$ cat src/hdl/pal_pkg.sv
// shared types, codes and field widths for the positional array list
`timescale 1ns / 1ps
package pal_pkg;

  // fixed field widths
  localparam int unsigned CMD_BITS      = 2;
  localparam int unsigned POS_BITS      = 9;
  localparam int unsigned VALUE_BITS    = 32;
  localparam int unsigned STAT_BITS     = 2;
  localparam int unsigned OUT_WORD_BITS = 32;
  localparam int unsigned COUNT_BITS    = 9;

  // parameter defaults
  localparam int unsigned DEF_CAPACITY  = 256;
  localparam int unsigned DEF_WORD_BITS = 32;

  typedef enum logic [CMD_BITS-1:0] {
    CMD_INSERT = 2'd0,
    CMD_DELETE = 2'd1,
    CMD_READ   = 2'd2
  } cmd_e;

  typedef enum logic [STAT_BITS-1:0] {
    STAT_OK    = 2'd0,
    STAT_RANGE = 2'd1,
    STAT_FULL  = 2'd2
  } status_e;

  typedef enum logic [2:0] {
    ST_IDLE = 3'b001,
    ST_WAIT = 3'b010,
    ST_OUT  = 3'b100
  } state_e;

  // broadcast control to every cell
  typedef struct packed {
    logic                ins;
    logic                del;
    logic [POS_BITS-1:0] pos_m1;
  } ctrl_t;

endpackage

$ cat src/hdl/pal_cell.sv
// one list entry: holds a word and shifts it toward either neighbor
`timescale 1ns / 1ps
module pal_cell
  import pal_pkg::*;
#(
  parameter int unsigned WORD_BITS = DEF_WORD_BITS,
  parameter int unsigned IDX       = 0
) (
  input  logic                 clk_i,
  input  ctrl_t                ctrl_i,
  input  logic [WORD_BITS-1:0] value_i,
  input  logic [WORD_BITS-1:0] left_i,
  input  logic [WORD_BITS-1:0] right_i,
  output logic [WORD_BITS-1:0] data_o,
  output logic [WORD_BITS-1:0] tap_o
);

  localparam logic [31:0] MY_IDX = 32'(IDX);

  logic [WORD_BITS-1:0] data_q, data_d;
  logic [31:0]          pos32;
  logic                 at_pos, above_pos;

  assign pos32     = 32'(ctrl_i.pos_m1);
  assign at_pos    = (pos32 == MY_IDX);
  assign above_pos = (MY_IDX > pos32);

  // insert opens a gap at the position, delete closes it
  always_comb begin
    data_d = data_q;
    if (ctrl_i.ins && at_pos) begin
      data_d = value_i;
    end else if (ctrl_i.ins && above_pos) begin
      data_d = left_i;
    end else if (ctrl_i.del && (at_pos || above_pos)) begin
      data_d = right_i;
    end
  end

  always_ff @(posedge clk_i) begin
    data_q <= data_d;
  end

  assign data_o = data_q;
  // only the addressed cell drives its word into the read tree
  assign tap_o  = at_pos ? data_q : '0;

endmodule

$ cat config.mk
export PLATFORM = sky130hd
export DESIGN_NAME = pal_cell
export DESIGN_NICKNAME = d
export VERILOG_FILES = /design/src/hdl/pal_pkg.sv /design/src/hdl/pal_cell.sv
export SDC_FILE = /design/constraint.sdc
export NUM_CORES = 1
export LEC_CHECK = 0
export BUFFER_PORTS_ARGS = -buffer_cell sky130_fd_sc_hd__buf_2
export CELL_PAD_IN_SITES_DETAIL_PLACEMENT = 1
export CELL_PAD_IN_SITES_GLOBAL_PLACEMENT = 1
export CORE_ASPECT_RATIO = 1.1
export CORE_MARGIN = 10
export CORE_UTILIZATION = 23
export DETAILED_ROUTE_END_ITERATION = 8
export PLACE_DENSITY_LB_ADDON = 0.1
export SLEW_MARGIN = 20
export SYNTH_ARGS = -nofsm -noshare
export SYNTH_HDL_FRONTEND = slang
export SYNTH_SLANG_ARGS = --single-unit
$ cat constraint.sdc
create_clock -name clk_i -period 2.5 [get_ports clk_i]
set_input_delay 0.125 -clock clk_i [delete_from_list [all_inputs] [get_ports clk_i]]
set_output_delay 0.125 -clock clk_i [all_outputs]
set_load 0.03 [all_outputs]
Word-level counts from Yosys, hierarchy flattened
Cells that the tools add are included.
{"block": "totals", "regBits": 32, "in_bits": 108, "elab_cells": 12, "romBits": 0, "latchBits": 0, "ram_bits": 0, "memories": 0, "out_inout_bits": 64}
{"block": "op_classes", "n_addsub": 0, "n_mux": 4, "order_cmp": 1, "bitwise": 0, "shifts": 0, "div_mod_pow": 0, "n_reduce_logical": 6, "eq_ne": 0, "n_mul": 0}
{"operator": "two-way mux 32 bit", "count": 4}
{"operator": "logical NOT 32 bit", "count": 1}
{"operator": "greater-than comparator 1 x 9 -> 1 bit (first input constant)", "count": 1}
{"operator": "logical AND 1 bit", "count": 3}
{"operator": "nonzero test 3 bit", "count": 1}
{"operator": "logical OR 1 bit", "count": 1}

Logic depth before layout (Yosys ltp)
{"block": "logic_depth", "ltp_word": 6, "depth_mapped": 5, "depth_no_buf": 3}

Worst setup path before layout
OpenSTA, ideal clock, no wires.
{"block": "synth_path", "path_type": "input to register", "start": "input ctrl_i[2] (netlist bit)", "end": "register data_q[0], in the netlist data_o[0], enable pin", "path_stages": 4, "setup_time_ps": 391, "setup_slack_ps": 52, "path_buffers": 1, "t_required_ps": 2109, "arrival_ps": 2057, "cell_sequence": "or4_4 -> nor3_1 -> clkbuf_1 -> o21a_1"}
{"block": "synth_between", "elab_chain_cells": 4, "word_cells_on_any_way": 7, "classes_between": "1 x order compare; 6 x reduce/logical"}
{"item": "start, declared", "line": "pal_cell.sv:10", "rtl": "input ctrl_t ctrl_i,"}
{"item": "greater-than comparator 1 x 9 -> 1 bit or logical NOT 32 bit (tied branches)", "line": "pal_cell.sv:26, pal_cell.sv:25"}
{"item": "logical OR 1 bit", "line": "pal_cell.sv:35", "rtl": "end else if (ctrl_i.del && (at_pos || above_pos)) begin"}
{"item": "logical AND 1 bit", "line": "pal_cell.sv:35"}
{"item": "nonzero test 3 bit (no source line) (*)"}
{"item": "end signal, assigned", "line": "pal_cell.sv:41", "rtl": "data_q <= data_d;"}
{"item": "end, declared", "line": "pal_cell.sv:20", "rtl": "logic [WORD_BITS-1:0] data_q, data_d;"}
Every way passes the cells marked *; elsewhere a longest branch is shown, timed or not.
A chain may end at the register's enable or synchronous reset.

Worst setup path after layout
{"block": "layout_path", "start": "input ctrl_i[2] (netlist bit)", "end": "register data_q[15], in the netlist data_o[15] (data pin)"}
{"block": "layout_between", "elab_chain_cells": 4, "word_cells_on_any_way": 6, "classes_between": "1 x order compare; 2 x mux; 3 x reduce/logical"}
{"item": "greater-than comparator 1 x 9 -> 1 bit", "line": "pal_cell.sv:26", "rtl": "assign above_pos = (MY_IDX > pos32);"}
{"item": "logical AND 1 bit", "line": "pal_cell.sv:33", "rtl": "end else if (ctrl_i.ins && above_pos) begin"}
{"item": "two-way mux 32 bit", "line": "pal_cell.sv:33"}
{"item": "two-way mux 32 bit (*)", "line": "pal_cell.sv:31", "rtl": "if (ctrl_i.ins && at_pos) begin"}
{"item": "via data_d[15]", "line": "pal_cell.sv:20"}
The timed path passes the listed nets; every way through them passes the cells marked *.

==> run metrics <==
Clock Path Buffers=2; GRT busiest layer=met2; mean post-synth cell area=about 16 µm²; initial antenna violation count=0; first-pass GRT wire length=between 8000 and 9000 µm; Buf/Inv on CP=1; vias=between 1000 and 1500; Final period util=77.8%; WL final=a little under 6000 µm; most used cell, CP=or4_4; placeable core region=7470 µm²; Yosys Warn Count=0; leakage=between 1 and 1.5 nW; kind of critical path=in -> reg; CTS tree=built; initial DRC count=32; fin worst setup slack=approximately 550 ps; Worst VDD drop=approximately 160 µV; Final Critical Period=slightly below 2000 ps; routed length per instance=about 16 µm; Die Y=between 100 and 150 µm; ys flop type=edfxtp_1; Post-synth EDFFs=32; Core Util, Final=between 30% and 40%; Via density=a little under 4; # resized after CTS=0; crit path DAT=between 1500 and 2000 ps; Initial Utilization=about a quarter; critical path's slowest cell=or4_4; Netlist Area Pre-Place=around 1800 µm²; sequential element share of the synthesized area=between 50% and 60%; gr usage total=around a tenth; cell taking the most area after synthesis=edfxtp_1; Port Buf Inserts=~140; Mapped Cells=110; Max H-tree Level=2; CTS Buf Count=5; Power Total=approximately 1.1 mW; Async SR Flop Fraction=0%; Worst path top cell family by delay=simple AND/OR/NAND/NOR gates; share of the synthesized area in the top cell type=54.4%; critical path's largest stage delay=about 800 ps; worst rel slew slack=between 50% and 60%; grt total ovfl=0; row cnt=33; dpl cells=about 350; # DRC=0; diode count=0; Synthesized Nets=around 220; Critical Path, Cell by Cell=buf_2 > or4_4 > or4_4 > mux2_4; Area growth, synth to finish=48.6%; die area=approximately 12000 µm²; Worst Path Required=roughly 2500 ps; status=complete, no violations; final setup violation count=0; Max Cap Violations=0; library cells used by synthesis=13; number of fill cells=~860; Non-Filler Instances=359; Least-Margin Pin Slew=roughly 620 ps; antenna-violating nets left=0; largest net degree at the start of global routing=33; top cells by area, synth=edfxtp_1, mux2_4, and2_1; Placer Congestion=0.649; CTS sink cnt=32; most frequent cells after synthesis=and2_1, edfxtp_1, mux2_4; die width=just over 100 µm; sum of negative setup slack=0 ps; #FFs+latches synth=32; Top-Level Pins=approximately 170; final hold viol count=0; power density cells=a little over 400 nW/µm²; Peak Freq=between 500 and 600 MHz; vias in the first global route=around 1600; met1 Use GR=between 9 and 10%; RSZ-0062 raised after global routing=false; share of cells above drive strength 1=between 70 and 80%; Detailed Place HPWL=a little under 5000 µm; Clock Tree Root=clkbuf_8; post-CTS setup buffer count=0; max reg flops=32; CTS Hold Bufs=0; Critical Path Source Type=input pin; DRT Pass-1 Iters=3; met3 GRT Util=~4.4%; Worst-path clk slew=approximately 70 ps; worst hold path type=in -> reg; Setup WS pre-CTS=254 ps; crit end category=flip-flop; Final Max Tran Viols=0; Max FO, Critical Path=32; nets=361; M2 GR Usage=18.5%
-- where the power goes --
part	total (mW)	internal, mW	switching (mW)
combinational	0.104	0.0766	0.0269
clock	0.372	0.194	0.179
sequential	0.591	0.591	0.000358
-- layout make-up --
| class | instances | area, µm² | area share (%) |
|---|---|---|---|
| repair buffers | 143 | 726 | 27.6 |
| clock buffers | 7 | 76.3 | 2.90 |
| flip-flops and latches | 32 | 961 | 36.6 |
| multi-input cells | 70 | 726 | 27.6 |
| clock inverters | 1 | 3.75 | 0.143 |
| inverters | 1 | 3.75 | 0.143 |
| well taps | 105 | 131 | 5.00 |
-- metrics by stage --
step           cell area, µm²  hold slack (ps)
2_1_floorplan            1770              342
3_3_place_gp             2550              425
3_5_place_dp             2550              430
4_1_cts                  2630              137
5_1_grt                  2630              134
6_report                 2630              147
-- routing by layer --
| layer | part of all wire (%) | wire [µm] |
|---|---|---|
| met5 | 0 | 0 |
| met4 | 0.67 | 39 |
| met3 | 8.7 | 510 |
| met2 | 56 | 3280 |
| met1 | 34 | 2010 |
-- worst paths after layout --
| check | cells past startpoint | to | startpoint |
|---|---|---|---|
| hold / removal | 2 | data_o[2] | right_i[2] |
| setup / recovery | 4 | data_o[15] | ctrl_i[2] |
-- cell usage in the layout, fill, tap and decap left out, drive strengths merged --
cell type / Yosys / final
and2: 32 / 32
buf: 4 / 143
clkbuf: 3 / 7
clkinv: 0 / 1
edfxtp: 32 / 32
inv: 1 / 1
mux2: 32 / 32
nor3: 1 / 1
o21a: 1 / 1
or2: 1 / 1
or3: 1 / 1
or4: 2 / 2
-- kinds of logic after synthesis --
kind of cell	Yosys count	share of synthesized area [%]
mux	32	26.8
simple gates	37	13.6
compound gates	1	0.425
buf+inv	8	4.88
flops	32	54.4
No activity file was read; power rests on OpenSTA's default activity.
